`config.mk`:
```
export PLATFORM = sky130hd
export DESIGN_NAME = dld_align
export DESIGN_NICKNAME = d
export VERILOG_FILES = /design/src/sv/dld_pkg.sv /design/src/sv/dld_align.sv
export SDC_FILE = /design/constraint.sdc
export NUM_CORES = 1
export LEC_CHECK = 0
export BUFFER_PORTS_ARGS = -buffer_cell sky130_fd_sc_hd__buf_2
export CAP_MARGIN = 20
export CELL_PAD_IN_SITES_DETAIL_PLACEMENT = 0
export CELL_PAD_IN_SITES_GLOBAL_PLACEMENT = 1
export CORE_AREA = 2 2 401 403
export DETAILED_ROUTE_END_ITERATION = 7
export DIE_AREA = 0 0 403 405
export GPL_TIMING_DRIVEN = 0
export HOLD_SLACK_MARGIN = 0.05
export PLACE_DENSITY_LB_ADDON = 0.1
export SLEW_MARGIN = 30
export SYNTH_ARGS = -nofsm -noshare
export SYNTH_HDL_FRONTEND = slang
export SYNTH_SLANG_ARGS = --single-unit
```
`constraint.sdc`:
```
create_clock -name i_clk -period 15.3 [get_ports i_clk]
set_input_delay 1.53 -clock i_clk [delete_from_list [all_inputs] [get_ports i_clk]]
set_output_delay 1.53 -clock i_clk [all_outputs]
set_load 0.02 [all_outputs]
```
`src/sv/dld_pkg.sv`:
```
// Shared types and helpers for the dual-lane binary64 divider.
// Used by every stage module and the top level; no dependencies.
package dld_pkg;

    localparam int unsigned FracW   = 52;
    localparam int unsigned ExpW    = 11;
    localparam int unsigned EW      = 13;   // internal signed exponent
    localparam int unsigned QW      = 56;   // 53 significant + 3 extra bits
    localparam int unsigned BitsPerStep = 2;
    localparam int unsigned NumSteps    = QW / BitsPerStep;

    localparam logic [63:0]   QNAN    = 64'h7FF8_0000_0000_0000;
    localparam logic [ExpW-1:0] EXP_MAX = 11'h7FF;
    localparam logic signed [EW-1:0] EXP_BIAS = 13'sd1023;
    localparam logic signed [EW-1:0] EXP_TOP  = 13'sd2047;

    typedef struct packed {
        logic                  spec;   // result already decided
        logic [63:0]           res;    // decided result bits
        logic                  sign;
        logic signed [EW-1:0]  e;
        logic [5:0]            lza;
        logic [5:0]            lzb;
        logic [54:0]           rem;    // partial remainder (dividend at entry)
        logic [52:0]           mb;     // divisor significand
        logic [QW-1:0]         q;
        logic                  stk;
    } t_lane;

    typedef struct packed {
        t_lane lo;
        t_lane hi;
        logic  last;
    } t_item;

    // leading zeros of a 53-bit significand (53 when zero)
    function automatic logic [5:0] lzc53(input logic [52:0] m);
        logic [5:0] n;
        n = 6'd53;
        for (int i = 0; i < 53; i++) begin
            if (m[i]) n = 6'(52 - i);
        end
        return n;
    endfunction

endpackage

```
`src/sv/dld_align.sv`:
```
// Post-divide stage: overflow detection and denormal right shift with sticky.
// Depends on dld_pkg.
module dld_align import dld_pkg::*; (
    input  logic  i_clk,
    input  logic  i_rst_n,
    input  logic  i_vld,
    input  t_item i_dat,
    output logic  o_rdy,
    output logic  o_vld,
    output t_item o_dat,
    input  logic  i_rdy
);
    logic  r_vld;
    t_item r_dat;
    t_item n_dat;

    function automatic t_lane align(input t_lane l);
        t_lane r;
        logic signed [EW-1:0] sh_full;
        logic [5:0] sh;
        logic lost;
        r = l;
        r.stk = (l.rem != '0);
        sh_full = EW'(1) - l.e;
        sh = sh_full[5:0];
        lost = 1'b0;
        if (!l.spec) begin
            if (l.e >= EXP_TOP) begin
                r.spec = 1'b1;
                r.res  = {l.sign, EXP_MAX, 52'd0};
            end else if (l.e <= EW'(0)) begin
                if (sh_full >= EW'(60)) begin
                    r.stk = r.stk || (l.q != '0);
                    r.q   = '0;
                end else begin
                    for (int i = 0; i < QW; i++) begin
                        if (6'(i) < sh) lost = lost | l.q[i];
                    end
                    r.stk = r.stk || lost;
                    r.q   = l.q >> sh;
                end
            end
        end
        return r;
    endfunction

    always_comb begin
        n_dat.lo   = align(i_dat.lo);
        n_dat.hi   = align(i_dat.hi);
        n_dat.last = i_dat.last;
    end

    assign o_rdy = !r_vld || i_rdy;
    assign o_vld = r_vld;
    assign o_dat = r_dat;

    always_ff @(posedge i_clk) begin
        if (!i_rst_n) begin
            r_vld <= 1'b0;
        end else if (o_rdy) begin
            r_vld <= i_vld;
        end
        if (o_rdy && i_vld) begin
            r_dat <= n_dat;
        end
    end
endmodule

```
==> impl_metrics.tcl <==
set metrics [dict create \
    outcome "complete, no violations" \
    clock-sinks 514 \
    syn_inst 2005 \
    slowest_stage "a21oi_1" \
    setup_ws_ns 9.43 \
    vias 24422 \
    routed_via_density 4.62 \
    cts_max_path_buffers 3 \
    fin_util_pct 23.1 \
    finalHoldViolCount 0 \
    fmax_ghz 0.170 \
    grt_max_degree 56 \
    dp_slack_ns 8.89 \
    crit_chain "buf_2 -> buf_2 -> buf_2 -> inv_1 -> ha_1 -> buf_2 -> xnor2_1 -> clkbuf_1 -> clkbuf_1 -> nor2_1 -> a21oi_1 -> nor2_1 -> a21oi_1 -> o21ai_0" \
    first_pass_iters 6 \
    critPathRequiredTime_ns 15.68 \
    synth_top_area_share_pct 58.8 \
    drive_above_1_share_pct 44.5 \
    dpl.hpwl_microns 149000 \
    crit_buf_inv 7 \
    cts_tree "done" \
    grt_pass1_wl_microns 233000 \
    start_util_pct 16.5 \
    yosysWarnings 0 \
    htree_num_levels 3 \
    report.final.setup_viol 0 \
    crit_path_max_fanout 10 \
    synth_area_leaders "edfxtp_1 59%, mux4_2 8.6%, nand2_1 3.5%" \
    relSlewSlack_pct 24.1 \
    cpMostUsedCell "buf_2" \
    cell_internal_pwr_mw 2.95 \
    final_nets 3642 \
    cap_violations 0 \
    synth_cell_type_count 93 \
    comb_power_share_pct 21.8 \
    slowest_delay_ns 0.76 \
    path_delay_family "buffers and inverters" \
    synth_area_leader_cell "edfxtp_1" \
    synth_area_sq_um 26200 \
    ant_nets 0 \
    slew_violations 0 \
    design_area_sq_um 36800 \
    routed_wl_microns 179000 \
    fin_tns_setup_ns 0 \
    clkLatencyLatePin_ns 0.66 \
    hold_buffers 0 \
    grt_usage_pct 21.1 \
    async_flop_share_pct 0 \
    cts_made_buffers 71 \
    tightest_slew_ns 1.13 \
    fp.dieArea_sq_um 163000 \
    irDropWorstVdd_mv 0.0810 \
    fp-row-count 147 \
    yosysMostFrequentCell "edfxtp_1" \
    cp-start-kind "input pin" \
    postPlaceCellArea_sq_um 34300 \
    synth_seq_area_share_pct 58.8 \
    routabilityCongestion 0.986 \
    grt_pass1_vias 24391 \
    finalPower_mw 4.36 \
    fin_worst_skew_ns 0.0351 \
    p_leak_nw 14.3 \
    rsz0062_at_grt "false" \
    core_sq_um 159000 \
    syn_area_per_cell_sq_um 13.1 \
    ioPinCount 1032 \
    drc 0 \
    die_y_microns 405 \
    ys_seq_elements 514 \
    dp.cells 5134 \
    antenna_found_initial 65 \
    p_switching_mw 1.40 \
    fin_crit_sh_pct 38.4 \
    synth_commonest_cells "513 x edfxtp_1, 243 x nand2_1, 117 x o21ai_0" \
    seq_power_share_pct 39.2 \
    drtIter0Drc 1887 \
    io_buffers 1027 \
    ys_dominant_reg_cell "edfxtp_1" \
    grt-ovfl-total 0 \
    swShare_pct 32.2 \
    synth_edf_count 513 \
    setup.worst_path.end_class "flop" \
    worst-setup-path-type "in2reg" \
    hold_ws_ns 0.546 \
    post_drt_wl_per_cell_microns 33.9 \
    cts_root_buf "clkbuf_16" \
    stdcell_count 5291 \
    hold_class "reg2reg" \
    post_cts.repair.setup_buffers 0 \
    clkPwrFrac_pct 39.0 \
    syn_nets 2526 \
    clk_pin_slew_ns 0.06 \
    area_delta_synth_final_pct 40.3 \
    fin_crit_ns 5.87 \
    die_w_microns 403 \
    arrival_ns 6.26 \
    power_density_nw_per_um2 118 \
    ctsResizeCount 0 \
]
final timing paths:
check | startpoint | end | slack (ns) | depth (start not counted)
min | o_vld | o_vld | 0.55 | 2
max | i_dat[435] | o_dat[271] | 9.43 | 14
max reg2reg | o_vld | o_dat[167] | 12.63 | 7
min reg2reg | o_vld | o_vld | 0.55 | 2
per-layer routing:
layer  global-route usage, %  share of wire (%)  up-vias  routed length, microns
met4                    6.33                3.0       28                    5440
met2                    36.5                 49     1378                   87900
met5                       0               0.11        -                     190
met3                    5.92                7.9      255                   14200
li1                        -                  -    10172                       -
met1                    25.4                 40    12589                   71500
registers in the layout, summed over array words and instances, names as in the netlist:
register	flops
o_dat	513
o_vld	1
placed cells by master (no fill, tap or decap), types with 8 or more instances in the layout:
master / netlist / routed
nor3_1: 34 / 34
o21ai_0: 117 / 112
o21ai_2: 10 / 10
buf_2: 46 / 1074
a31oi_1: 9 / 9
a21oi_1: 57 / 57
nor2b_1: 108 / 108
nand2b_1: 12 / 12
clkinv_1: 2 / 15
a22oi_1: 13 / 13
nand3_1: 26 / 26
inv_1: 20 / 20
a211oi_1: 10 / 10
clkbuf_16: 0 / 72
edfxtp_1: 513 / 513
buf_1: 12 / 12
or2_2: 28 / 28
nand4_1: 22 / 22
o221ai_1: 9 / 9
mux2i_1: 80 / 80
nand2_1: 243 / 243
buf_4: 7 / 8
nor2_1: 88 / 87
o211ai_1: 20 / 20
clkbuf_1: 73 / 92
a32o_1: 14 / 14
diode_2: 0 / 27
o31ai_1: 15 / 15
mux4_2: 100 / 100
nor4_1: 57 / 53
mux2_2: 49 / 49
o22ai_1: 29 / 29
a22o_1: 48 / 48
worst min-delay path: cells and delay by family, from the launching register on:
| family | cells | cell delay (ns) |
|---|---|---|
| DFF | 1 | 0.31 |
| and+or+nand+nor | 1 | 0.10 |
| AOI/OAI and AO/OA | 1 | 0.09 |
final cells by class:
cell class	count	area [sq um]
fill	17301	123000
tap	2086	2610
multi-input combinational	1328	10100
antenna	27	67.6
inverter	22	82.6
sequential	514	15400
clock buffer	91	1870
clock inverter	39	502
buffer	141	636
timing repair buffer	1043	5470
kinds of logic after synthesis:
family | after synthesis | synth area share (%)
xor+xnor | 12 | 0.501
fa+ha+maj | 8 | 0.344
compound gates | 423 | 11.2
flops | 514 | 58.8
mux | 229 | 13.8
simple gates | 656 | 12.6
buf+inv | 163 | 2.74
power by group through the flow:
stage	registers, mW	clock network [mW]	logic [mW]
3_3_place_gp	1.80	0	0.937
2_1_floorplan	1.87	0	0.349
3_5_place_dp	1.73	0	0.940
5_1_grt	1.71	1.82	0.989
4_1_cts	1.71	1.77	0.945
6_report	1.71	1.70	0.949
Power figures use the tool's default switching activity.
