## config.mk

```make
export PLATFORM = sky130hd
export DESIGN_NAME = dld_divstep
export DESIGN_NICKNAME = d
export VERILOG_FILES = /design/src/sv/dld_pkg.sv /design/src/sv/dld_divstep.sv
export SDC_FILE = /design/constraint.sdc
export NUM_CORES = 1
export LEC_CHECK = 0
export ABC_CLOCK_PERIOD_IN_PS = 19680
export BUFFER_PORTS_ARGS = -buffer_cell sky130_fd_sc_hd__buf_2
export CAP_MARGIN = 0
export CORE_AREA = 2 2 405 407
export CTS_CLUSTER_DIAMETER = 60
export DETAILED_ROUTE_END_ITERATION = 10
export DIE_AREA = 0 0 407 409
export HOLD_SLACK_MARGIN = 0.15
export PLACE_DENSITY_LB_ADDON = 0.1
export SKIP_LAST_GASP = 1
export SLEW_MARGIN = 40
export SYNTH_ARGS = -nofsm -noshare
export SYNTH_HDL_FRONTEND = slang
export SYNTH_SLANG_ARGS = --single-unit
```

## constraint.sdc

```tcl
create_clock -name i_clk -period 19.68 [get_ports i_clk]
set_input_delay 1.968 -clock i_clk [delete_from_list [all_inputs] [get_ports i_clk]]
set_output_delay 1.968 -clock i_clk [all_outputs]
set_load 0.1 [all_outputs]
```

## src/sv/dld_pkg.sv

```systemverilog
// Shared types and helpers for the dual-lane binary64 divider.
// Used by every stage module and the top level; no dependencies.
package dld_pkg;

    localparam int unsigned FracW   = 52;
    localparam int unsigned ExpW    = 11;
    localparam int unsigned EW      = 13;   // internal signed exponent
    localparam int unsigned QW      = 56;   // 53 significant + 3 extra bits
    localparam int unsigned BitsPerStep = 2;
    localparam int unsigned NumSteps    = QW / BitsPerStep;

    localparam logic [63:0]   QNAN    = 64'h7FF8_0000_0000_0000;
    localparam logic [ExpW-1:0] EXP_MAX = 11'h7FF;
    localparam logic signed [EW-1:0] EXP_BIAS = 13'sd1023;
    localparam logic signed [EW-1:0] EXP_TOP  = 13'sd2047;

    typedef struct packed {
        logic                  spec;   // result already decided
        logic [63:0]           res;    // decided result bits
        logic                  sign;
        logic signed [EW-1:0]  e;
        logic [5:0]            lza;
        logic [5:0]            lzb;
        logic [54:0]           rem;    // partial remainder (dividend at entry)
        logic [52:0]           mb;     // divisor significand
        logic [QW-1:0]         q;
        logic                  stk;
    } t_lane;

    typedef struct packed {
        t_lane lo;
        t_lane hi;
        logic  last;
    } t_item;

    // leading zeros of a 53-bit significand (53 when zero)
    function automatic logic [5:0] lzc53(input logic [52:0] m);
        logic [5:0] n;
        n = 6'd53;
        for (int i = 0; i < 53; i++) begin
            if (m[i]) n = 6'(52 - i);
        end
        return n;
    endfunction

endpackage

```

## src/sv/dld_divstep.sv

```systemverilog
// One restoring-division stage: BitsPerStep quotient bits per lane.
// Depends on dld_pkg.
module dld_divstep import dld_pkg::*; (
    input  logic  i_clk,
    input  logic  i_rst_n,
    input  logic  i_vld,
    input  t_item i_dat,
    output logic  o_rdy,
    output logic  o_vld,
    output t_item o_dat,
    input  logic  i_rdy
);
    logic  r_vld;
    t_item r_dat;
    t_item n_dat;

    function automatic t_lane step(input t_lane l);
        t_lane r;
        r = l;
        for (int k = 0; k < BitsPerStep; k++) begin
            r.q = r.q << 1;
            if (r.rem >= {2'b00, r.mb}) begin
                r.rem  = r.rem - {2'b00, r.mb};
                r.q[0] = 1'b1;
            end
            r.rem = r.rem << 1;
        end
        return r;
    endfunction

    always_comb begin
        n_dat.lo   = step(i_dat.lo);
        n_dat.hi   = step(i_dat.hi);
        n_dat.last = i_dat.last;
    end

    assign o_rdy = !r_vld || i_rdy;
    assign o_vld = r_vld;
    assign o_dat = r_dat;

    always_ff @(posedge i_clk) begin
        if (!i_rst_n) begin
            r_vld <= 1'b0;
        end else if (o_rdy) begin
            r_vld <= i_vld;
        end
        if (o_rdy && i_vld) begin
            r_dat <= n_dat;
        end
    end
endmodule

```

==> impl_results.md, run 1 <==
* Worst Setup SP: i_dat[318]
* Top post-synthesis cells by count: edfxtp_1 (511), a21oi_1 (274), nand2_1 (224)
* Metal-1 WL at 56.9 mm
* Vias per inst at 4.28
* Share of the synthesized area in the top cell type at 50.1%
* Reg2reg setup slack at about 16 ns
* Max-slew violation count at 0
* Design area at 40800 sq um
* Synth Flop Type: edfxtp_1
* Crit path max fanout at 65
* Status: completed
* HP Class: reg2reg
* Clock slew at the register clock pins of the worst setup and hold paths at 0.05 ns
* Netlist cell types at 88
* XOR/XNOR share of the synthesized area at under 10%
* Detailed Place HPWL at 113 mm
* Gr ovfl total at 0
* Placer Congestion at 0.888
* Routed len/inst at between 20 and 25 microns
* Synth Area in Simple Gates at 10.1%
* Relative slew slack at between 40% and 50%
* Top post-synthesis cells by area: edfxtp_1 (50%), ha_1 (8.7%), a21oi_1 (4.5%)
* FF-to-FF path depth at 5
* CTS sink count at between 500 and 600
* Pint at 2820 uW
* Synth Area in Adders at 8.92%
* Async SR Flop Fraction at 0%
* Synthesized flop and latch total at 512
* DRC at 0
* Most common cell in the netlist: edfxtp_1
* Crit share post-route at 47.3%
* Post-synth EDFFs at between 500 and 600
* WL met3 at 9.13 mm
* P_sw at 2290 uW
* Pwr dens at 125 nW/um^2
* Mux cell area share after synthesis at under 10%
* Min-Delay Path Depth at 2
* Core ar. at 162000 sq um
* Max-cap violation count at 0
* Number of fill cells at 17652
* Leakage at 0.0174 uW
* Dpl cells at between 5000 and 6000
* Comb power frac at 44.3%
* Crit path DAT at 9.72 ns
* Startpoint types: primary input
* Die outline area at 166000 sq um
* Cell count after synthesis at about 2800
* Post-route ant nets at 0
* Initial Util at a little under a fifth
* Multi-input logic area at 14100 sq um
* Final setup viols at 0
* Hold_buf cts at 0
* Vias in the first global route at 26391
* Max Root-Sink Buffers at 3
* Cell accounting for the most synthesized area: edfxtp_1
* Chip Width at 407 microns
* DRT Pass-1 Iters at 5
* Synth Warn # at 0
* Sequential share of power at 27.6%
* Global-route wire length before repair at 190 mm
* GRT Util Overall at 15.7%
* Unrepaired setup endpoints after global routing: no
* CTS Buf Count at 78
* Post-Synthesis Cell Area at about 30000 sq um
* Worst Setup End Kind: flop
* Hold Vio Cnt, Final at 0
* Clk Latency, worst-skew pair at 0.71 ns
* Synth Area in Compound Gates at 16.9%
* Vert. Die Dim at 409 microns
* Hold path startpoint: o_vld
* Post_cts resized at 0
* Dpl cell area at approximately 38000 sq um
* Port bufs at 1025
* Sw Share at 44.8%
* Largest family of logic cells by synthesized area: compound AO/OA/AOI/OAI gates
* Largest net degree at the start of global routing at 127
* Top sig layer: met5
* Final setup TNS at 0 ns
* Data required time of the critical path at between 20 and 25 ns
* Clk network pwr share at 28.1%
* Root buf cell: clkbuf_16
* Worst flop-to-flop path startpoint: o_vld
* Post-synthesis sequential area ratio at between 50% and 60%
* Via count at around 26000
* Class of the most critical setup path: in2reg
* Worst Skew at 0.0440 ns
* Layout cells sized above 1 at approximately a third
* Met2 Wirelength at 67.5 mm
* CTS tree: built
* Layout net count at 4538
* # rows at 148
* Post-Layout Cell Count at 6050
* Io pins at around 1000
* Initial antenna violation count at between 40 and 50
* Period minus WS final at 9.30 ns
* DR iter-0 viols at 1580
* Fmax at 0.107 GHz
* CTS H-Tree Depth at 3
* Mean Syn Cell Area at 11.0 sq um
* VDD IR-drop max at 64.2 uV
* Measured slew at the worst slew-check pin at 0.875 ns
* Register Area at 15400 sq um
* Routed wire length at 136 mm
* Layout area overhead at 33.3%
* Post-CTS Repair Setup Buffers at 0
critical path, cell delays in order:
cell and delay (ns):
buf_2 0.11, inv_1 0.10, ha_1 0.37, a21o_1 0.21, or3_1 0.33, o22ai_2 0.21, o21ai_1 0.28, a41o_1 0.41
a21bo_2 0.29, a41oi_4 0.39, buf_4 0.54, buf_4 0.46, mux2_2 0.40, ha_1 0.44, a21oi_1 0.15, o21ai_1 0.10
or3b_2 0.46, o211ai_1 0.11, a21oi_1 0.06, buf_4 0.17, o32ai_1 0.30, buf_4 0.19, a41oi_1 0.13, and4b_1 0.21
buf_4 0.22, inv_2 0.08, buf_6 0.49, mux2_2 0.43
registers in the layout (all words and copies together), names as in the netlist:
name	count
o_dat	511
o_vld	1
per-stage QoR:
stage               hold slack (ns)  util, %  power, uW  setup WS, ns
finish                        0.538     25.2       5110         10.38
CTS                           0.540     25.2       5200         10.16
global route                  0.596     25.2       5370          9.89
floorplan                      1.78        -       3190          4.39
detailed placement            0.529     23.6       3710          9.41
global placement              0.522     23.6       3730          9.38
layer usage:
| layer | global-route usage, % | vias to the layer above |
|---|---|---|
| met2 | 27.5 | 785 |
| li1 | - | 12494 |
| met4 | 3.62 | 34 |
| met1 | 19.0 | 12374 |
| met5 | 0 | - |
| met3 | 3.95 | 177 |
cell families (layout without fill, tap and decap cells):
kind of cell,Yosys count,in the layout
compound gates,818,818
other cells,1,10
simple gates,650,650
xor+xnor,189,189
mux,110,110
fa+ha+maj,216,216
buf+inv,291,1370
flops,512,512
final cells by class:
type / count / share of cell area, %
Tap cell: 2175 / 6.66
Timing Repair Buffer: 1052 / 13.1
Antenna cell: 8 / 0.0490
Inverter: 176 / 1.62
Clock buffer: 91 / 4.90
Clock inverter: 51 / 1.53
Multi-Input combinational cell: 1985 / 34.5
Sequential cell: 512 / 37.6
worst paths after layout:
check,to
setup reg to reg,o_dat[473]
setup / recovery,o_dat[395]
hold / removal,o_vld
hold reg to reg,o_vld
cell usage in the layout, fill, tap and decap left out, types with 16 or more instances in the layout:
master     synthesis  final
o21bai_1          35     35
o21a_1            25     25
nor3_1            33     32
nor2_1           146    146
clkbuf_16          0     78
xor2_1            61     61
a21o_1           114    114
nand2b_1          20     20
a21oi_1          274    274
mux2_2            52     52
nor4_1            16     16
inv_1            174    174
edfxtp_1         511    511
nand2_1          224    224
buf_4              7     21
mux2_4            40     40
o21ai_0          176    176
o211ai_1          22     22
and3_1            20     20
nor2b_1           27     27
o31ai_1           22     19
xnor2_1          128    128
a211oi_1          17     17
nand3_1           54     54
nand4_1           60     60
a31oi_1           24     24
ha_1             212    212
buf_2             12   1025
power by group through the flow:
| stage | combinational, uW | clock, uW | sequential, uW |
|---|---|---|---|
| 2_1_floorplan | 871 | 0 | 2320 |
| 3_3_place_gp | 2300 | 0 | 1430 |
| 6_report | 2270 | 1430 | 1410 |
| 5_1_grt | 2410 | 1530 | 1420 |
| 4_1_cts | 2290 | 1490 | 1410 |
| 3_5_place_dp | 2280 | 0 | 1430 |
No activity file was read; power rests on OpenSTA's default activity.
==> run 2, diff against run 1 <==
- ABC_CLOCK_PERIOD_IN_PS: 19680 -> 8700
- clock period: 19.68 -> 8.7 ns (I/O delays scaled with it)
==> impl_results.md, run 2 (synthesis results as in run 1) <==
* Post_cts resized at 0
* Commonest non-fill, non-tap cell in the layout: buf_2
* Max-cap violation count at 0
* Largest net degree at the start of global routing at 138
* Placer Congestion at slightly below 0.9
* Post-CTS Repair Setup Buffers at 0
* Crit share post-route at 85.5%
* Routed wire length at 136 mm
* Total power at about 12000 uW
* Gr ovfl total at 0
* Via count at 25992
* Clk Latency, worst-skew pair at roughly 0.7 ns
* Dpl ws at slightly above 0.5 ns
* R2r endpoint: o_dat[446]
* Global-route wire length before repair at 188 mm
* GRT Util Overall at between 15 and 20%
* Relative slew slack at 49.0%
* Period minus WS final at 7.44 ns
* Vias in the first global route at 26312
* Root buf cell: clkbuf_16
* Vias per inst at between 4 and 5
* Routed len/inst at 22.3 microns
* Worst Skew at between 0.02 and 0.03 ns
* Crit path DAT at 7.87 ns
* Class of the most critical setup path: in2reg
* Crit path largest cell delay at approximately 0.63 ns
* Chip Width at between 400 and 500 microns
* Initial antenna violation count at between 50 and 60
* Worst flop-to-flop path startpoint: o_vld
* Unrepaired setup endpoints after global routing: no
* Status: completed
* Layout cells sized above 1 at around a third
* Min-Delay Path Depth at 1
* Die outline area at 166000 sq um
* Fmax at 0.134 GHz
* # rows at about 150
* Reg2reg setup slack at about 6.0 ns
* Io pins at 1032
* Worst hold slack at 0.341 ns
* Detailed Place HPWL at ~110 mm
* Leakage at roughly 0.018 uW
* CP bufs+invs at 6
* Data required time of the critical path at 9.13 ns
* Initial Util at 18.9%
* Core ar. at 162000 sq um
* Final setup TNS at 0 ns
* Startpoint types: primary input
* Measured slew at the worst slew-check pin at 0.765 ns
* Layout area overhead at 35.0%
* Worst Setup End Kind: flop
* Vert. Die Dim at 409 microns
* Final setup viols at 0
* Max-slew violation count at 0
* CTS Buf Count at 80
* CTS tree: built
* Crit-path leading delay family: compound AO/OA/AOI/OAI gates
* Hold_buf cts at 0
* DRC at 0
* Endpoint, Worst Hold: o_dat[191]
* Max Root-Sink Buffers at 3
* Post-route ant nets at 0
* Pwr dens at 281 nW/um^2
* Crit-path slowest cell: a21oi_4
* Crit path max fanout at 18
* FF-to-FF path depth at 5
* Hold Vio Cnt, Final at 0
* Clock slew at the register clock pins of the worst setup and hold paths at 0.06 ns
* CTS sink count at 512
* Max reg flops at 511
* Most frequent cells in the layout: buf_2 (1025), edfxtp_1 (511), a21oi_1 (274)
* HP Class: in2reg
* DR iter-0 viols at 1743
* Port bufs at between 1000 and 1500
* Layout net count at 4596
* CTS H-Tree Depth at 3
* CP most frequent cell: a21oi_1
* Hold path startpoint: i_dat[191]
* VDD IR-drop max at 149 uV
* DRT Pass-1 Iters at 5
* Final setup margin at between 1 and 1.5 ns
==> run 2: cell count changes in the layout (fill, tap and decap cells not counted), sizes merged <==
| cell | change |
|---|---|
| buf | +56 |
| clkinv | +7 |
| clkinvlp | +4 |
| diode | -4 |
| inv | -3 |
| bufinv | -1 |
| clkbuf | -1 |
==> run 2: final cells by class <==
class / count / area [sq um]
antenna: 4 / 10.0
clock buffer: 90 / 2040
clock inverter: 58 / 622
fill: 17580 / 121000
inverter: 176 / 661
multi-input combinational: 1985 / 14100
sequential: 512 / 15400
tap: 2175 / 2720
timing repair buffer: 1108 / 5850
==> run 2: worst max-delay path by stage <==
stage / start / to / slack (ns) / cells past startpoint
after floorplan: i_rdy / o_dat[0] / 0.18 / 2
after global placement: i_dat[59] / o_dat[135] / 0.60 / 25
after detailed placement: i_dat[59] / o_dat[132] / 0.52 / 25
after CTS: i_dat[59] / o_dat[137] / 1.27 / 25
after global routing: i_dat[59] / o_dat[137] / 0.80 / 28
final: i_dat[59] / o_dat[137] / 1.26 / 28
==> run 2: metrics by stage <==
step	instances	area, sq um	util, %
floorplan	2788	30600	-
detailed placement	5955	38700	23.9
global route	6105	41300	25.5
global placement	5955	38600	23.8
finish	6108	41400	25.5
CTS	6103	41300	25.5
==> run 2: where the power goes <==
group	internal [uW]	switching (uW)
registers	3110	78.4
logic	1410	3780
clock network	1930	1320
==> run 2: per-layer routing <==
layer / track usage (%) / vias to the layer above / part of all wire [%]
li1: - / 12623 / -
met1: 18.7 / 12339 / 41
met2: 27.5 / 817 / 49
met3: 4.12 / 191 / 7.1
met4: 4.04 / 22 / 2.2
met5: 0 / - / 0.11
==> run 2: worst reg2reg max path, stage by stage, from the launching register on <==
cell and delay [ns]:
dfxtp_1 0.30, nand2b_1 0.10, and2_4 0.41, buf_12 0.32, buf_16 0.45, buf_4 0.78
