**config.mk**
```make
export PLATFORM = sky130hd
export DESIGN_NAME = dld_norm
export DESIGN_NICKNAME = d
export VERILOG_FILES = /design/src/sv/dld_pkg.sv /design/src/sv/dld_norm.sv
export SDC_FILE = /design/constraint.sdc
export NUM_CORES = 1
export LEC_CHECK = 0
export BUFFER_PORTS_ARGS = -buffer_cell sky130_fd_sc_hd__buf_2
export CAP_MARGIN = 20
export CELL_PAD_IN_SITES_DETAIL_PLACEMENT = 0
export CELL_PAD_IN_SITES_GLOBAL_PLACEMENT = 1
export CORE_AREA = 2 2 400 402
export DETAILED_ROUTE_END_ITERATION = 7
export DIE_AREA = 0 0 402 404
export PLACE_DENSITY_LB_ADDON = 0.3
export SYNTH_ARGS = -nofsm -noshare
export SYNTH_HDL_FRONTEND = slang
export SYNTH_SLANG_ARGS = --single-unit
```
**constraint.sdc**
```tcl
create_clock -name i_clk -period 10.4 [get_ports i_clk]
set_input_delay 0.52 -clock i_clk [delete_from_list [all_inputs] [get_ports i_clk]]
set_output_delay 0.52 -clock i_clk [all_outputs]
set_load 0.05 [all_outputs]
```
**src/sv/dld_pkg.sv**
```systemverilog
// Shared types and helpers for the dual-lane binary64 divider.
// Used by every stage module and the top level; no dependencies.
package dld_pkg;

    localparam int unsigned FracW   = 52;
    localparam int unsigned ExpW    = 11;
    localparam int unsigned EW      = 13;   // internal signed exponent
    localparam int unsigned QW      = 56;   // 53 significant + 3 extra bits
    localparam int unsigned BitsPerStep = 2;
    localparam int unsigned NumSteps    = QW / BitsPerStep;

    localparam logic [63:0]   QNAN    = 64'h7FF8_0000_0000_0000;
    localparam logic [ExpW-1:0] EXP_MAX = 11'h7FF;
    localparam logic signed [EW-1:0] EXP_BIAS = 13'sd1023;
    localparam logic signed [EW-1:0] EXP_TOP  = 13'sd2047;

    typedef struct packed {
        logic                  spec;   // result already decided
        logic [63:0]           res;    // decided result bits
        logic                  sign;
        logic signed [EW-1:0]  e;
        logic [5:0]            lza;
        logic [5:0]            lzb;
        logic [54:0]           rem;    // partial remainder (dividend at entry)
        logic [52:0]           mb;     // divisor significand
        logic [QW-1:0]         q;
        logic                  stk;
    } t_lane;

    typedef struct packed {
        t_lane lo;
        t_lane hi;
        logic  last;
    } t_item;

    // leading zeros of a 53-bit significand (53 when zero)
    function automatic logic [5:0] lzc53(input logic [52:0] m);
        logic [5:0] n;
        n = 6'd53;
        for (int i = 0; i < 53; i++) begin
            if (m[i]) n = 6'(52 - i);
        end
        return n;
    endfunction

endpackage

```
**src/sv/dld_norm.sv**
```systemverilog
// Stage 2: significand normalization and dividend pre-alignment.
// Depends on dld_pkg.
module dld_norm import dld_pkg::*; (
    input  logic  i_clk,
    input  logic  i_rst_n,
    input  logic  i_vld,
    input  t_item i_dat,
    output logic  o_rdy,
    output logic  o_vld,
    output t_item o_dat,
    input  logic  i_rdy
);
    logic  r_vld;
    t_item r_dat;
    t_item n_dat;

    function automatic t_lane norm(input t_lane l);
        t_lane r;
        logic [52:0] ma, mb;
        r  = l;
        ma = l.rem[52:0] << l.lza;
        mb = l.mb << l.lzb;
        r.e = l.e - EW'(signed'({1'b0, l.lza})) + EW'(signed'({1'b0, l.lzb}));
        r.mb = mb;
        r.q  = '0;
        if (ma < mb) begin
            r.rem = {1'b0, ma, 1'b0};
            r.e   = r.e - EW'(1);
        end else begin
            r.rem = {2'b00, ma};
        end
        return r;
    endfunction

    always_comb begin
        n_dat.lo   = norm(i_dat.lo);
        n_dat.hi   = norm(i_dat.hi);
        n_dat.last = i_dat.last;
    end

    assign o_rdy = !r_vld || i_rdy;
    assign o_vld = r_vld;
    assign o_dat = r_dat;

    always_ff @(posedge i_clk) begin
        if (!i_rst_n) begin
            r_vld <= 1'b0;
        end else if (o_rdy) begin
            r_vld <= i_vld;
        end
        if (o_rdy && i_vld) begin
            r_dat <= n_dat;
        end
    end
endmodule

```
==> results of run 1 <==
routing by layer:
metal	vias up	GRT usage (%)	part of all wire, %
li1	12700	-	-
met1	13300	20.1	39
met2	1129	32.7	52
met3	138	3.32	6.2
met4	8	3.81	2.2
met5	-	0	0.027
cell families (layout without fill, tap and decap cells):
logic type	Yosys count	in the layout	synth area share, %
DFF	400	400	38.4
muxes	491	491	21.9
adders and majority gates	144	144	6.06
buffers and inverters	514	1217	7.75
other	1	117	0.0120
xor gates and xnor gates	38	38	1.07
AOI/OAI and AO/OA	591	591	11.9
and+or+nand+nor	919	919	12.9
registers in the layout (all words and copies together) (netlist names):
signal  cells
o_dat     399
o_vld       1
area by class of cell:
type | instances | area share, %
antenna | 3 | 0.0190
clock buffer | 67 | 3.70
clock inverter | 32 | 0.929
inverter | 198 | 1.88
multi-input combinational | 2297 | 43.6
sequential | 400 | 30.3
tap | 2072 | 6.55
timing repair buffer | 920 | 13.0
worst paths after layout:
kind | start | cells after the start | endpoint
worst max-delay path | i_dat[429] | 17 | o_dat[387]
worst min-delay path | i_dat[495] | 1 | o_dat[495]
worst max register to register | o_vld | 4 | o_dat[462]
worst min register to register | o_vld | 2 | o_vld
power groups by stage:
stage / Sequential [W] / Combinational (W) / Clock, W
detailed placement: 0.00209 / 0.00244 / 0
global route: 0.00207 / 0.00263 / 0.00210
floorplan: 0.00260 / 0.00120 / 0
finish: 0.00206 / 0.00246 / 0.00198
CTS: 0.00206 / 0.00248 / 0.00205
global placement: 0.00210 / 0.00244 / 0
stage by stage:
step / worst slack, ns / instance area, µm² / utilization [%]
4_1_cts: 4.18 / 39600 / 25.1
5_1_grt: 3.79 / 39600 / 25.1
2_1_floorplan: 3.98 / 31700 / -
3_5_place_dp: 3.51 / 36900 / 23.4
6_report: 4.05 / 39600 / 25.1
3_3_place_gp: 3.46 / 36900 / 23.4
cells in the mapped netlist (118+ instances only):
master / count / area (µm²)
buf_4: 118 / 886
mux2_2: 119 / 1340
nand2_1: 499 / 1870
clkbuf_1: 119 / 447
mux2i_1: 229 / 2290
nor2_1: 183 / 687
ha_1: 132 / 1650
a21oi_1: 135 / 676
mux4_2: 141 / 3180
inv_1: 187 / 702
edfxtp_1: 399 / 12000
o21ai_0: 168 / 841
what timing repair did:
action | 4_1_cts | 5_1_grt
setup buffers | 0 | 0
hold buffers | 83 | 0
endpoints found under the hold margin | 83 | 0
endpoints found under the setup margin | 0 | 0
==> run_results.csv, run 1 <==
group,metric,value,unit
yosys,synth-edff-count,399,
route,routed_wirelength,148000,µm
grt,grt_pass1_vias,26500,
placed_design,dp.cells,5804,
route,wl_per_cell,24.7,µm
floorplan,fp-row-count,146,
route,final_antenna_net_count,0,
timing,drv_slew,0,
cells_and_area,ff_latch_area,12000,µm²
cells_and_area,multiInputGateArea,17300,µm²
pwr,switching_share,40.1,%
yosys,yosysWarnings,0,
floorplan,die-area,162000,µm²
placed_design,portBuffers,801,
clock_tree,clock_path_buffers,3,
timing,min_period,6.35,ns
placed_design,routabilityCongestion,0.864,
route,drc_errors,0,
worst_setup_path,critical_path.top_delay_family,"compound AO/OA/AOI/OAI gates",
cells_and_area,layout-drive-gt1-share,31.4,%
timing,hold_ws,0.0639,ns
timing,setup_viol,0,
timing,tightest_slew,1.06,ns
timing,setup_tns,0,ns
clock_tree,root_buffer,"clkbuf_16",
route,first_pass_iters,6,
grt,grt_pass1_wl,203000,µm
placed_design,dp_hpwl,120000,µm
clock_tree,clock_latency,0.65,ns
yosys,ys_seq_area_share,38.4,%
worst_setup_path,max_stage_delay,0.80,ns
pwr,ir_drop,0.145,mV
floorplan,io_pins,1032,
yosys,synthCells,3098,
grt,grtUsageTotal,17.4,%
floorplan,die_h,404,µm
route,via_count,27300,
cells_and_area,syn2layout_area_growth,26.7,%
route,viasPerCell,4.56,
worst_setup_path,cp_data_required_time,10.79,ns
pwr,clkPwrFrac,30.5,%
pwr,p_switching,0.00260,W
pwr,leakagePower,17.3,nW
grt,grt_antenna_before_repair,10,
clock_tree,cts_resized,0,
pwr,seq_power_share,31.7,%
cells_and_area,final_cells,5989,
clock_tree,htree_levels,2,
yosys,synth_ff_type,"edfxtp_1",
hold_path,min_path_type,"in -> reg",
timing,max_freq,157,MHz
clock_tree,numCtsBuffers,55,
worst_setup_path,ff2ff_setup_slack,7.61,ns
worst_setup_path,cp_max_fo,67,
timing,finalHoldViolCount,0,
run_status,status,"complete, no violations",
timing,post-route-period-util,61.1,%
worst_setup_path,slowest_stage,"buf_4",
grt,grt_overflow,0,
worst_setup_path,crit_arrival,6.74,ns
clock_tree,cts_tree,"done",
timing,rsz0062_at_grt,"false",
pwr,internal-power,0.00389,W
floorplan,start_util,19.8,%
grt,grt_max_degree,160,
worst_setup_path,critPathLaunchType,"input pin",
timing,slew-limit-headroom,29.5,%
yosys,async_flop_share,0,%
worst_setup_path,path_cells,"buf_2 > buf_4 > mux2i_1 > o21ai_0 > mux2i_1 > a21oi_1 > inv_1 > o22ai_1 > ha_1 > a21o_1 > a221oi_1 > o21ai_0 > a221oi_1 > o31ai_1 > a21oi_4 > buf_4 > mux2_2",
run,cap_violations,0,
yosys,synth_cell_types,80,
floorplan,die_w,402,µm
yosys,post_synth_instance_area,31200,µm²
cells_and_area,layout_common_cells,"797 x buf_2, 499 x nand2_1, 399 x edfxtp_1",
yosys,ys_seq_elements,400,
clock_tree,cts_sinks,400,
timing,final.setup_skew,0.0323,ns
worst_setup_path,cp_num_buf_inv,4,
pwr,p_comb_share,37.8,%
pwr,p_per_area,164,nW/µm²
cells_and_area,mostFrequentLayoutCell,"buf_2",
cells_and_area,fillers,17100,
worst_setup_path,end_kind,"register",
clock_tree,clkTransAtPathRegs,0.06,ns
floorplan,core,158000,µm²
cells_and_area,nets,4533,
route,dr.first_iter.drc_count,2315,
worst_setup_path,crit_type,"in -> reg",
pwr,p_total,0.00650,W
yosys,syn_avg_cell_area,10.1,µm²
Power figures use the tool's default switching activity.
==> run 2: changes to the inputs <==
- clock period: 10.4 -> 5.4 ns (I/O delays scaled with it)
==> run 2 against run 1 <==
Net effect:
- critical path type unchanged
- clock-buffer cell count fell by 4
- utilization grew 1.3 points
- combinational power is 100% higher
- global-route usage is 0.078 points higher
==> run_results.csv, run 2 (same netlist as run 1, synthesis figures left out) <==
group,metric,value,unit
timing,setup_ws,0.454,ns
timing,min_period,4.95,ns
worst_setup_path,crit_type,"in -> reg",
pwr,ir_drop,0.240,mV
route,final_antenna_net_count,0,
cells_and_area,final_cells,6195,
grt,grt_max_degree,93,
route,viasPerCell,4.49,
clock_tree,clkTransAtPathRegs,0.06,ns
clock_tree,cts_sinks,400,
worst_setup_path,slowest_stage,"or4b_2",
clock_tree,htree_levels,2,
route,via_count,27800,
floorplan,core,158000,µm²
cells_and_area,layout-drive-gt1-share,33.5,%
grt,grt_overflow,0,
placed_design,dp_hpwl,123000,µm
floorplan,fp-row-count,146,
pwr,p_per_area,312,nW/µm²
clock_tree,root_buffer,"clkbuf_16",
worst_setup_path,path_cells,"dlygate4sd3_1 > buf_2 > buf_4 > mux4_2 > mux2i_1 > nand2_1 > o21ai_0 > o21ai_0 > nand2_1 > ha_1 > and4_1 > or4b_2 > nor4_1 > a221oi_1 > o31ai_1 > a21oi_4 > buf_12 > and4b_1 > xnor2_1 > buf_4",
floorplan,die_h,404,µm
cells_and_area,nets,4736,
timing,max_freq,202,MHz
grt,grt_pass1_vias,27400,
timing,setup_viol,0,
clock_tree,clock_path_buffers,3,
timing,drv_slew,0,
route,wl_per_cell,24.0,µm
route,first_pass_iters,8,
worst_setup_path,end_kind,"register",
placed_design,pre_cts_ws,0.0427,ns
placed_design,portBuffers,801,
route,routed_wirelength,149000,µm
cells_and_area,postLayoutCellArea,41700,µm²
timing,post-route-period-util,91.6,%
timing,final.setup_skew,0.0188,ns
worst_setup_path,crit_arrival,5.33,ns
route,drc_errors,0,
route,dr.first_iter.drc_count,1976,
floorplan,start_util,19.8,%
cells_and_area,layout_common_cells,"797 x buf_2, 499 x nand2_1, 399 x edfxtp_1",
cells_and_area,largest_register_ffs,399,
worst_setup_path,cp_max_fo,32,
placed_design,dp.cells,5946,
grt,grtUsageTotal,17.4,%
run,cap_violations,0,
worst_setup_path,max_stage_delay,0.62,ns
grt,grt_pass1_wl,203000,µm
worst_setup_path,cp_data_required_time,5.79,ns
timing,rsz0062_at_grt,"false",
clock_tree,clock_latency,0.65,ns
timing,tightest_slew,1.01,ns
clock_tree,numCtsBuffers,56,
floorplan,die_w,402,µm
worst_setup_path,ff2ff_setup_slack,2.96,ns
floorplan,io_pins,1032,
hold_path,min_path_type,"in -> reg",
timing,slew-limit-headroom,32.7,%
cells_and_area,syn2layout_area_growth,33.4,%
worst_setup_path,critPathLaunchType,"input pin",
grt,grt_antenna_before_repair,7,
timing,finalHoldViolCount,0,
placed_design,routabilityCongestion,0.858,
floorplan,die-area,162000,µm²
cells_and_area,mostFrequentLayoutCell,"buf_2",
pwr,leakagePower,18.4,nW
run_status,status,"complete, no violations",
clock_tree,cts_tree,"done",
placed_design,dpl-instance-area,38200,µm²
timing,setup_tns,0,ns
==> run 2: cell types whose count changed in the layout (fill, tap and decap cells not counted), sizes merged <==
cell	previous run	this run
buf	837	979
bufinv	7	10
clkbuf	67	63
clkinv	22	20
clkinvlp	4	8
diode	3	1
dlygate4sd3	83	143
inv	197	202
==> run 2: worst paths after layout <==
kind	to	startpoint	depth (start not counted)
setup / recovery	o_dat[442]	i_dat[423]	20
hold / removal	o_dat[168]	i_dat[168]	2
setup reg to reg	o_dat[340]	o_vld	3
hold reg to reg	o_vld	o_vld	3
==> run 2: routing by layer <==
layer,track usage [%],vias up,share of wire (%)
met1,19.9,13400,39
met3,3.94,158,6.7
met5,0,-,0.014
met2,31.7,1131,51
met4,6.38,4,3.9
li1,-,13100,-
==> run 2: critical path: cells and delay by family <==
| kind | cells | cell delay, ns |
|---|---|---|
| and+or+nand+nor | 6 | 1.54 |
| AOI/OAI and AO/OA | 5 | 1.23 |
| adders and majority gates | 1 | 0.33 |
| xor gates and xnor gates | 1 | 0.12 |
| buffers and inverters | 5 | 1.33 |
| muxes | 2 | 0.45 |
==> run 2: power breakdown <==
group          total [W]  switching (W)  internal, W  leakage, nW
clock            0.00406        0.00160      0.00245        0.953
combinational    0.00499        0.00337      0.00162         13.5
sequential       0.00397       0.000146      0.00382         3.93
==> run 2: through the flow <==
| stage | util (%) | hold WS [ns] | total power (W) |
|---|---|---|---|
| floorplan | - | 0.369 | 0.00730 |
| global placement | 24.2 | 0.447 | 0.00896 |
| detailed placement | 24.2 | 0.448 | 0.00895 |
| CTS | 26.4 | 0.0398 | 0.0132 |
| global route | 26.4 | 0.0753 | 0.0136 |
| finish | 26.4 | 0.118 | 0.0130 |
==> run 2: what timing repair did <==
action,in CTS,in global routing
hold buffers,143,0
buffers inserted,0,0
setup endpoints to repair,0,0
gates resized for setup,0,0
endpoints found under the hold margin,142,0
==> run 2: area by class of cell <==
cell class / instances / area [µm²]
inverter: 198 / 743
timing repair buffer: 1122 / 7060
fill: 17000 / 116000
multi-input combinational: 2297 / 17300
antenna: 1 / 2.50
tap: 2072 / 2590
clock buffer: 63 / 1470
sequential: 400 / 12000
clock inverter: 42 / 537
