--- src/sv/dld_pkg.sv ---
// Shared types and helpers for the dual-lane binary64 divider.
// Used by every stage module and the top level; no dependencies.
package dld_pkg;

    localparam int unsigned FracW   = 52;
    localparam int unsigned ExpW    = 11;
    localparam int unsigned EW      = 13;   // internal signed exponent
    localparam int unsigned QW      = 56;   // 53 significant + 3 extra bits
    localparam int unsigned BitsPerStep = 2;
    localparam int unsigned NumSteps    = QW / BitsPerStep;

    localparam logic [63:0]   QNAN    = 64'h7FF8_0000_0000_0000;
    localparam logic [ExpW-1:0] EXP_MAX = 11'h7FF;
    localparam logic signed [EW-1:0] EXP_BIAS = 13'sd1023;
    localparam logic signed [EW-1:0] EXP_TOP  = 13'sd2047;

    typedef struct packed {
        logic                  spec;   // result already decided
        logic [63:0]           res;    // decided result bits
        logic                  sign;
        logic signed [EW-1:0]  e;
        logic [5:0]            lza;
        logic [5:0]            lzb;
        logic [54:0]           rem;    // partial remainder (dividend at entry)
        logic [52:0]           mb;     // divisor significand
        logic [QW-1:0]         q;
        logic                  stk;
    } t_lane;

    typedef struct packed {
        t_lane lo;
        t_lane hi;
        logic  last;
    } t_item;

    // leading zeros of a 53-bit significand (53 when zero)
    function automatic logic [5:0] lzc53(input logic [52:0] m);
        logic [5:0] n;
        n = 6'd53;
        for (int i = 0; i < 53; i++) begin
            if (m[i]) n = 6'(52 - i);
        end
        return n;
    endfunction

endpackage

--- src/sv/dld_round.sv ---
// Final stage: round to nearest even and pack binary64; holds the output register.
// Depends on dld_pkg.
module dld_round import dld_pkg::*; (
    input  logic         i_clk,
    input  logic         i_rst_n,
    input  logic         i_vld,
    input  t_item        i_dat,
    output logic         o_rdy,
    output logic         o_vld,
    output logic [127:0] o_quot,
    output logic         o_last,
    input  logic         i_rdy
);
    logic         r_vld;
    logic [127:0] r_quot;
    logic         r_last;
    logic [127:0] n_quot;

    function automatic logic [63:0] pack(input t_lane l);
        logic [52:0] mant;
        logic [2:0]  low;
        logic        up;
        logic [53:0] m2;
        logic signed [EW-1:0] e2;
        logic [63:0] r;
        mant = l.q[55:3];
        low  = l.q[2:0];
        up   = low[2] && ((low[1:0] != '0) || l.stk || mant[0]);
        m2   = {1'b0, mant} + 54'(up);
        e2   = l.e;
        if (l.spec) begin
            r = l.res;
        end else if (l.e <= EW'(0)) begin
            r = {l.sign, 10'd0, m2[52:0]};
        end else if (m2[53]) begin
            e2 = l.e + EW'(1);
            if (e2 >= EXP_TOP) r = {l.sign, EXP_MAX, 52'd0};
            else               r = {l.sign, e2[10:0], m2[52:1]};
        end else begin
            r = {l.sign, e2[10:0], m2[51:0]};
        end
        return r;
    endfunction

    assign n_quot = {pack(i_dat.hi), pack(i_dat.lo)};
    assign o_rdy  = !r_vld || i_rdy;
    assign o_vld  = r_vld;
    assign o_quot = r_quot;
    assign o_last = r_last;

    always_ff @(posedge i_clk) begin
        if (!i_rst_n) begin
            r_vld <= 1'b0;
        end else if (o_rdy) begin
            r_vld <= i_vld;
        end
        if (o_rdy && i_vld) begin
            r_quot <= n_quot;
            r_last <= i_dat.last;
        end
    end
endmodule

--- config.mk ---
export PLATFORM = sky130hd
export DESIGN_NAME = dld_round
export DESIGN_NICKNAME = d
export VERILOG_FILES = /design/src/sv/dld_pkg.sv /design/src/sv/dld_round.sv
export SDC_FILE = /design/constraint.sdc
export NUM_CORES = 1
export LEC_CHECK = 0
export BUFFER_PORTS_ARGS = -buffer_cell sky130_fd_sc_hd__buf_2
export CELL_PAD_IN_SITES_DETAIL_PLACEMENT = 1
export CELL_PAD_IN_SITES_GLOBAL_PLACEMENT = 1
export CORE_AREA = 2 2 252 254
export CTS_CLUSTER_SIZE = 14
export DETAILED_ROUTE_END_ITERATION = 12
export DIE_AREA = 0 0 254 256
export HOLD_SLACK_MARGIN = 0.08
export PLACE_DENSITY = 0.48
export SKIP_CTS_REPAIR_TIMING = 1
export SYNTH_ARGS = -nofsm -noshare
export SYNTH_HDL_FRONTEND = slang
export SYNTH_SLANG_ARGS = --single-unit
export TNS_END_PERCENT = 1
--- constraint.sdc ---
create_clock -name i_clk -period 5.2 [get_ports i_clk]
set_clock_uncertainty 0.15 [all_clocks]
set_input_delay 0 -clock i_clk [delete_from_list [all_inputs] [get_ports i_clk]]
set_output_delay 0 -clock i_clk [all_outputs]
set_load 0.02 [all_outputs]
==> results of run 1 <==
## flip-flops by register name, indices dropped and copies added (netlist names)
| register | cells |
|---|---|
| o_quot | 128 |
| o_last | 1 |
| o_vld | 1 |
## synth_stat cells (all sizes together), types with 2 or more instances
master	instances
nor2b	6
nand4b	2
nor4b	3
or3	7
nor2	50
mux2	2
edfxtp	129
and2	11
buf	8
o21ai	54
or4	4
o22ai	2
nor4	15
and4	16
mux2i	38
nor3b	3
nand2b	6
a31oi	7
o311ai	2
xor2	50
xnor2	56
a41oi	2
and3	25
o31ai	36
nand4	36
nand3b	2
nor3	20
or2	3
a21oi	17
o211ai	10
a22o	5
nand2	174
ha	8
inv	16
clkbuf	38
nand3	63
## cell type report
class                      instances  area [um^2]
inverter                          16         60.1
multi-input combinational        751         4680
clock buffer                      18          429
antenna                           10         25.0
fill                            7456        47200
clock inverter                    14          130
tap                              846         1060
timing repair buffer             694         4890
sequential                       130         3890
## cell usage in the layout, fill, tap and decap left out, types with 4 or more instances in the layout
cell / netlist / final
buf_2: 3 / 405
inv_6: 0 / 4
and2_1: 11 / 10
o31ai_1: 36 / 36
edfxtp_1: 129 / 129
dlygate4sd3_1: 0 / 273
a31oi_1: 7 / 7
and4_1: 16 / 16
nor3_1: 19 / 18
xnor2_1: 56 / 56
o211ai_1: 8 / 8
and3_1: 25 / 25
nor2b_1: 6 / 6
clkbuf_16: 0 / 17
buf_4: 2 / 15
nor4_1: 13 / 11
nand4_1: 33 / 33
o21ai_0: 52 / 52
nand2_1: 174 / 174
xor2_1: 50 / 50
nand2b_1: 6 / 6
mux2i_1: 38 / 38
inv_1: 16 / 16
diode_2: 0 / 10
nor2_1: 50 / 50
a21oi_1: 17 / 17
nand3_1: 63 / 63
a22o_1: 5 / 5
or3_1: 7 / 7
ha_1: 8 / 8
## worst paths after layout
check	start	endpoint	slack (ps)	cells after the start
worst min-delay path	i_dat[6]	o_quot[65]	100	4
worst max register to register	o_vld	o_quot[59]	3030	3
worst min register to register	o_vld	o_quot[86]	940	2
worst max-delay path	i_dat[186]	o_quot[87]	1910	12
## logic make-up (layout without fill, tap and decap cells)
logic type,Yosys count,count (layout),synth area share (%)
fa+ha+maj,9,9,1.25
buf+inv,62,742,2.94
xor+xnor,106,106,10.5
mux,40,40,4.57
compound gates,149,149,11.0
flops,130,130,44.2
simple gates,447,447,25.5
other cells,0,10,0
## report_power, final
group | total (mW) | internal [mW] | switching, mW
Combinational | 0.822 | 0.389 | 0.433
Clock | 1.23 | 0.663 | 0.564
Sequential | 1.27 | 1.25 | 0.0197
## metrics by stage
stage / total power, mW / setup WS (ps)
final: 3.32 / 1910
after global routing: 3.48 / 1690
after CTS: 3.18 / 2400
after detailed placement: 1.92 / 1860
after global placement: 1.91 / 1880
after floorplan: 1.60 / 930
## per-layer routing
layer	GRT usage [%]	vias up	routed length (um)
li1	-	4833	-
met1	15.5	4850	19100
met2	21.9	320	22100
met3	6.20	59	4170
met4	3.77	16	763
met5	0	-	115
## critical path, delay by kind of cell
kind	cells	cell delay (ps)
AO/OA/AOI/OAI	4	590
buffers and inverters	6	1980
AND/OR/NAND/NOR	2	880
==> flow_metrics.tcl, run 1 <==
set metrics [dict create \
    cts.path.max_buffers 2 \
    area_of_the_mapped_netlist_um2 8810 \
    yosys-top-cells-area "edfxtp_1, nand2_1, xnor2_1, xor2_1, mux2i_1" \
    synth_flop_cell "edfxtp_1" \
    critical_path.slowest_cell "or4b_1" \
    synth_enable_flop_cells 129 \
    cell_occurring_most_often_along_the_worst_timing_path "buf_4" \
    yosysUniqueCellTypes 63 \
    synth_seq_area_share_pct 44.2 \
    post-route-period-util_pct 63.3 \
    timing.max_slew.rel_slack_pct 39.6 \
    routed_len_inst_um 18.7 \
    report.final.hold_viol_count 0 \
    share_of_synthesized_flip_flops_with_an_asynchronous_set_or_reset_pct 0 \
    worstPathRequired_ps 5380 \
    maxCapViolations 0 \
    final_core_utilization_pct 24.3 \
    vias_in_the_first_global_route 9590 \
    crit_chain "dlygate4sd3_1 > buf_2 > and3_1 > a41oi_1 > a41oi_1 > buf_4 > o21ai_1 > buf_4 > or4b_1 > buf_4 > o211ai_1 > dlygate4sd3_1" \
    yosysWarningCount 0 \
    synthDominantCellAreaShare_pct 44.0 \
    critical-path-max-stage-delay_ps 590 \
    vias 10100 \
    power_per_cell_area_nw_per_um2 219 \
    timing.critical_path.arrival_ps 3470 \
    hold-worst-slack_ps 95.1 \
    number_of_drc_markers_after_the_initial_detailed_route_iteration 379 \
    antenna_violations_before_repair 14 \
    routed_wl_um 46300 \
    tritoncts "done" \
    start_util_pct 14.1 \
    endpoint_kind "flop" \
    postSynthNetCount 1468 \
    globalplace.congestion 0.830 \
    clock_pin_slew_worst_setup_and_hold_paths_ps 60 \
    pin_count 648 \
    core_region_area_um2 62400 \
    h-tree-depth 4 \
    setup-violations-final 0 \
    postSynthAreaPerCell_um2 9.34 \
    worst-slew-pin-transition_ps 906 \
    nNetsFinal 2135 \
    max_clock_freq_mhz 304 \
    syn_to_final_growth_pct 72.1 \
    crit_fanout 23 \
    die_width_um 254 \
    tritoncts.num_buffers 17 \
    timing.critical_path.from_type "input port" \
    p_leak_nw 6.18 \
    clk_latency_ps 460 \
    worst_hold_path_type "in -> reg" \
    syn_inst 943 \
    fin_tns_setup_ps 0 \
    post-route-cell-area_um2 15200 \
    global_route.usage.total_pct 13.4 \
    clk_root_buffer_cell "clkbuf_16" \
    yosys_register_bits 130 \
    placed_cell_area_um2 11900 \
    synth_area_leader_cell "edfxtp_1" \
    final_period_minus_worst_setup_slack_ps 3290 \
    drt-vias-per-instance 4.07 \
    stdcell_count 2479 \
    final_layout_size_suffix_gt1_share_pct 29.0 \
    drt_first_pass_iters 5 \
    tritoncts_num_sinks 130 \
    dp_hpwl_um 35000 \
    place.detailed.instances 2164 \
    report.final.slew_viol_count 0 \
    gr-total-overflow 0 \
    buffer_ports.inserted 407 \
    grt_pass1_wl_um 63500 \
    power.ir.vdd_worst_v 0.000244 \
    drt.antenna.violating_nets 0 \
    outcome "finished clean" \
    grt_start_max_net_pins 73 \
    num_rows 92 \
    floorplan.die_area_um2 65000 \
    setup.worst_path.class "in -> reg" \
    die_height_um 256 \
    rsz0062_at_grt "false" \
    detail_route.drc_violations 0 \
]
Note: power is estimated with default switching activity, not from simulation.
==> run 2: changes to the inputs <==
Settings changed: ABC_AREA from default to 1, CORE_AREA 2 2 252 254 to 2 2 255 257, DIE_AREA 0 0 254 256 to 0 0 257 259, PLACE_DENSITY 0.48 to 0.52.
Clock period 5.2 ns to 3.1 ns, I/O delays scaled along.
==> flow_metrics.tcl, run 2 <==
set metrics [dict create \
    floorplan.die_area_um2 66600 \
    routed_len_inst_um 18.9 \
    dp_hpwl_um 44400 \
    place.detailed.instances 2663 \
    gr-total-overflow 0 \
    synth_simple_gate_area_share_pct 39.7 \
    die_height_um 259 \
    post-route-period-util_pct 93.1 \
    timing.max_slew.rel_slack_pct 55.0 \
    yosys.cell_count.top_type "nand2_1" \
    drt-vias-per-instance 4.21 \
    die_width_um 257 \
    fill_cells 7908 \
    drt.antenna.violating_nets 0 \
    yosys_register_bits 130 \
    synth_seq_area_share_pct 38.4 \
    detail_route.drc_violations 0 \
    tritoncts.num_buffers 17 \
    layout_commonest_cell "nand2_1" \
    synth.cells.most_frequent "nand2_1, nor2_1, edfxtp_1, nand3_1, inv_1" \
    start_util_pct 15.9 \
    report.final.slew_viol_count 0 \
    worstPathRequired_ps 3180 \
    synth_top_family_by_area "simple AND/OR/NAND/NOR gates" \
    nNetsFinal 2610 \
    post-route-cell-area_um2 16500 \
    grt_start_max_net_pins 88 \
    reg2reg_from "o_vld" \
    pin_count 648 \
    cts.path.max_buffers 2 \
    worst_slack_ps 215 \
    synth_compound_area_share_pct 6.00 \
    buffer_ports.inserted 407 \
    vias 12500 \
    placed_cell_area_um2 13300 \
    synth_area_leader_cell "edfxtp_1" \
    syn_inst 1415 \
    h-tree-depth 4 \
    commonest_cells_after_routing_fill_and_taps_aside "nand2_1, buf_2, dlygate4sd3_1" \
    final_layout_size_suffix_gt1_share_pct 24.9 \
    holdPathStages 4 \
    globalplace.congestion 0.886 \
    cell_occurring_most_often_along_the_worst_timing_path "nand2_1" \
    critical-path-max-stage-delay_ps 550 \
    xor_xnor_share_of_the_synthesized_area_pct 8.56 \
    crit_chain "buf_2 > nand2_1 > nor2_4 > nand2_1 > nor3_2 > nand4_1 > nor2_1 > nand3_1 > nor2_2 > nand2_2 > buf_12 > nand2_1 > nand2_1 > dlygate4sd3_1" \
    maxCapViolations 0 \
    syn_to_final_growth_pct 62.9 \
    worst-slew-pin-transition_ps 675 \
    postSynthAreaPerCell_um2 7.16 \
    largest_reg_flops 128 \
    crit_family "simple AND/OR/NAND/NOR gates" \
    tritoncts_num_sinks 130 \
    p_leak_nw 7.34 \
    postSynthNetCount 1940 \
    synth_flop_cell "edfxtp_1" \
    yosysUniqueCellTypes 43 \
    fin_tns_setup_ps 0 \
    timing.critical_path.buf_inv 3 \
    endpoint_kind "flop" \
    yosys-top-cells-area "edfxtp_1, nand2_1, nand3_1, xor2_1, nor2_1" \
    worst_hold_path_type "in -> reg" \
    synth_enable_flop_cells 129 \
    antenna_violations_before_repair 21 \
    timing.critical_path.arrival_ps 2960 \
    clk_latency_ps 480 \
    drt_first_pass_iters 6 \
    power.total_mw 5.76 \
    report.final.hold_viol_count 0 \
    num_rows 93 \
    timing.reg2reg.worst_path_depth 2 \
    routed_wl_um 56000 \
    number_of_drc_markers_after_the_initial_detailed_route_iteration 530 \
    detailedPlace.worstSlack_ps 291 \
    timing.hold.worst.start "i_dat[303]" \
    stdcell_count 2961 \
    tritoncts "done" \
    synthDominantCellAreaShare_pct 38.2 \
    timing.critical_path.from_type "input port" \
    r2r_setup_slack_ps 1150 \
    critical_path.slowest_cell "dlygate4sd3_1" \
    grt_pass1_wl_um 78000 \
    crit_fanout 14 \
    power_per_cell_area_nw_per_um2 349 \
    vias_in_the_first_global_route 12200 \
    share_of_synthesized_flip_flops_with_an_asynchronous_set_or_reset_pct 0 \
    worst_hold_path.endpoint "o_quot[42]" \
    rsz0062_at_grt "false" \
    final_period_minus_worst_setup_slack_ps 2880 \
    global_route.usage.total_pct 15.9 \
    yosysWarningCount 0 \
    muxShareOfSynthArea_pct 0 \
    regToRegEndpoint "o_quot[124]" \
    clock_pin_slew_worst_setup_and_hold_paths_ps 60 \
    setup.worst_path.class "in -> reg" \
    synth_adder_area_share_pct 0.988 \
    core_region_area_um2 63900 \
    outcome "finished clean" \
    area_of_the_mapped_netlist_um2 10100 \
    power.ir.vdd_worst_v 0.000440 \
    setup-violations-final 0 \
    clk_root_buffer_cell "clkbuf_16" \
    max_clock_freq_mhz 347 \
]
## run 2: changes by cell type after synthesis, sizes merged, moves of 16 or more
cell,before,now
nand2,174,540
nor2,50,153
inv,16,107
nand3,63,128
mux2i,38,0
a21oi,17,54
o21ai,54,19
xnor2,56,31
and3,25,1
nor3,20,41
xor2,50,68
and4,16,0
## run 2: worst max path at each step
stage	from	to	slack, ps	cells after the start
floorplan	o_vld	o_last	-30	1
finish	i_dat[261]	o_quot[9]	220	14
global placement	i_dat[261]	o_quot[47]	300	12
global route	i_dat[268]	o_quot[9]	130	14
detailed placement	i_dat[268]	o_quot[47]	290	12
CTS	i_dat[268]	o_quot[9]	820	13
## run 2: where the power goes
group	switching, mW	total (mW)	internal [mW]
Sequential	0.0376	2.13	2.09
Combinational	0.851	1.50	0.651
Clock	0.941	2.13	1.19
## run 2: final cells by class
cell class / instances / area [um^2] / share of cell area (%)
multi-input cells: 1132 / 5610 / 34.0
repair buffers: 695 / 4910 / 29.8
flip-flops and latches: 130 / 3900 / 23.6
well taps: 855 / 1070 / 6.48
clock buffers: 17 / 425 / 2.58
inverters: 109 / 412 / 2.49
clock inverters: 15 / 159 / 0.963
diodes: 8 / 20.0 / 0.121
## run 2: tightest hold or removal path, stage by stage
cell      delay (ps)
buf_2            150
xnor2_1           90
nand3b_1         230
nand2_1           90
## run 2: layer usage
layer | track usage [%] | wire (um)
met5 | 0 | 146
met1 | 17.4 | 22300
met4 | 5.49 | 1480
met2 | 28.0 | 27900
met3 | 6.18 | 4210
## run 2: cells by family (layout without fill, tap and decap cells)
logic type,Yosys count,in the layout
adder cells (fa/ha/maj),8,8
AO/OA/AOI/OAI,96,96
XOR/XNOR,99,99
other,0,8
AND/OR/NAND/NOR,929,929
flip-flops,130,130
buffers and inverters,153,836
## run 2: through the flow
step                utilization (%)  hold WS (ps)
floorplan                         -         -51.1
global placement               20.8          27.0
detailed placement             20.8          28.8
CTS                            21.8          -502
global route                   25.8          86.8
finish                         25.8          35.4
==> run 3: changes to the inputs <==
Settings changed: CORE_AREA 2 2 255 257 to 2 2 254 256, DIE_AREA 0 0 257 259 to 0 0 256 258, PLACE_DENSITY 0.52 to 0.53.
Clock period 3.1 ns to 3.45 ns, I/O delays scaled along.
==> flow_metrics.tcl, run 3 (synthesized netlist as in run 2, its figures left out) <==
set metrics [dict create \
    global_route.usage.total_pct 15.9 \
    final_core_utilization_pct 25.7 \
    globalplace.congestion 0.923 \
    power_per_cell_area_nw_per_um2 310 \
    routed_len_inst_um 18.7 \
    outcome "finished clean" \
    critical-path-max-stage-delay_ps 590 \
    commonest_cells_after_routing_fill_and_taps_aside "nand2_1, buf_2, dlygate4sd3_1" \
    max_clock_freq_mhz 347 \
    syn_to_final_growth_pct 61.4 \
    worst-slew-pin-transition_ps 923 \
    fin_tns_setup_ps 0 \
    largest_reg_flops 128 \
    post-route-period-util_pct 83.6 \
    power.net_switching_mw 1.62 \
    report.final.slew_viol_count 0 \
    power.ir.vdd_worst_v 0.000387 \
    num_rows 93 \
    timing.critical_path.arrival_ps 2960 \
    tritoncts "done" \
    die_width_um 256 \
    drt-vias-per-instance 4.20 \
    cell_internal_pwr_mw 3.45 \
    rsz0062_at_grt "false" \
    timing.critical_path.from_type "input port" \
    report.final.hold_viol_count 0 \
    stdcell_count 2949 \
    setup-violations-final 0 \
    tritoncts_num_sinks 130 \
    clk_root_buffer_cell "clkbuf_16" \
    gr-total-overflow 0 \
    combPwrFrac_pct 26.5 \
    start_util_pct 15.9 \
    final_period_minus_worst_setup_slack_ps 2880 \
    routed_wl_um 55100 \
    cts.path.max_buffers 2 \
    place.detailed.instances 2651 \
    worst_hold_path_type "in -> reg" \
    timing.max_slew.rel_slack_pct 37.9 \
    crit_family "simple AND/OR/NAND/NOR gates" \
    tritoncts.num_buffers 17 \
    maxCapViolations 0 \
    critical_path.slowest_cell "dlygate4sd3_1" \
    setup.worst_path.class "in -> reg" \
    fill_cells 7892 \
    crit_fanout 26 \
    antenna_violations_before_repair 16 \
    layout_commonest_cell "nand2_1" \
    power.clock.fraction_pct 35.7 \
    worstPathRequired_ps 3530 \
    buffer_ports.inserted 407 \
    die_height_um 258 \
    switching_share_pct 32.0 \
    grt_pass1_wl_um 78100 \
    drt.antenna.violating_nets 0 \
    crit_chain "buf_2 > nand2_1 > nor2_4 > nand2_1 > nor3_2 > nand4_1 > nor2_1 > nand3_1 > nor2_2 > nand2_2 > nand2_1 > nand2_1 > dlygate4sd3_1" \
    dp_hpwl_um 43800 \
    drt_first_pass_iters 5 \
    pin_count 648 \
    h-tree-depth 4 \
    number_of_drc_markers_after_the_initial_detailed_route_iteration 584 \
    nNetsFinal 2601 \
    cell_occurring_most_often_along_the_worst_timing_path "nand2_1" \
    vias_in_the_first_global_route 12300 \
    clk_latency_ps 480 \
    endpoint_kind "flop" \
    timing.critical_path.buf_inv 2 \
    vias 12400 \
    grt_start_max_net_pins 60 \
    clock_pin_slew_worst_setup_and_hold_paths_ps 70 \
    detail_route.drc_violations 0 \
    floorplan.die_area_um2 66000 \
    pwr-share-seq_pct 37.8 \
    core_region_area_um2 63600 \
    final_layout_size_suffix_gt1_share_pct 24.2 \
    p_leak_nw 7.26 \
]
run 3: final timing paths:
path	startpoint	endpoint	slack [ps]	cells past startpoint
setup / recovery	i_dat[260]	o_quot[31]	570	13
setup reg to reg	o_vld	o_quot[65]	1300	2
hold reg to reg	o_vld	o_quot[49]	740	2
hold / removal	i_dat[308]	o_quot[47]	8	5
run 3: worst reg2reg max path, stage by stage (launching register included):
cell and delay, ps:
dfxtp_1 340, a21oi_4 260, dlygate4sd3_1 1020
run 3: layout make-up:
type                    instances  area [um^2]  share of cell area (%)
flip-flops and latches        130         3890                    23.8
clock buffers                  18          429                    2.62
multi-input cells            1132         5610                    34.3
repair buffers                686         4810                    29.4
diodes                          6         15.0                  0.0918
clock inverters                13          113                   0.689
well taps                     855         1070                    6.54
inverters                     109          412                    2.52
run 3: metal layers:
layer,part of all wire (%),wire (um),vias up,GRT usage (%)
li1,-,-,6012,-
met1,40,21900,5818,17.3
met3,8.1,4450,82,6.44
met2,49,27100,446,27.7
met5,0.18,100,-,0
met4,2.9,1580,16,6.34
run 3: per-stage QoR:
step | hold WS [ps] | setup slack (ps) | power (mW) | cell area [um^2]
finish | 8.08 | 566 | 5.07 | 16400
CTS | -506 | 1040 | 4.87 | 13700
floorplan | -51.1 | 305 | 2.48 | 10100
global placement | 28.0 | 490 | 3.00 | 13200
detailed placement | 29.2 | 493 | 3.01 | 13200
global route | 90.8 | 289 | 5.31 | 16300
run 3: power groups by stage:
stage               Clock [mW]  Combinational [mW]  Sequential [mW]
floorplan                    0               0.379             2.10
finish                    1.81                1.35             1.91
CTS                       1.89                1.07             1.91
global placement             0                1.05             1.94
global route              1.91                1.48             1.93
detailed placement           0                1.07             1.95
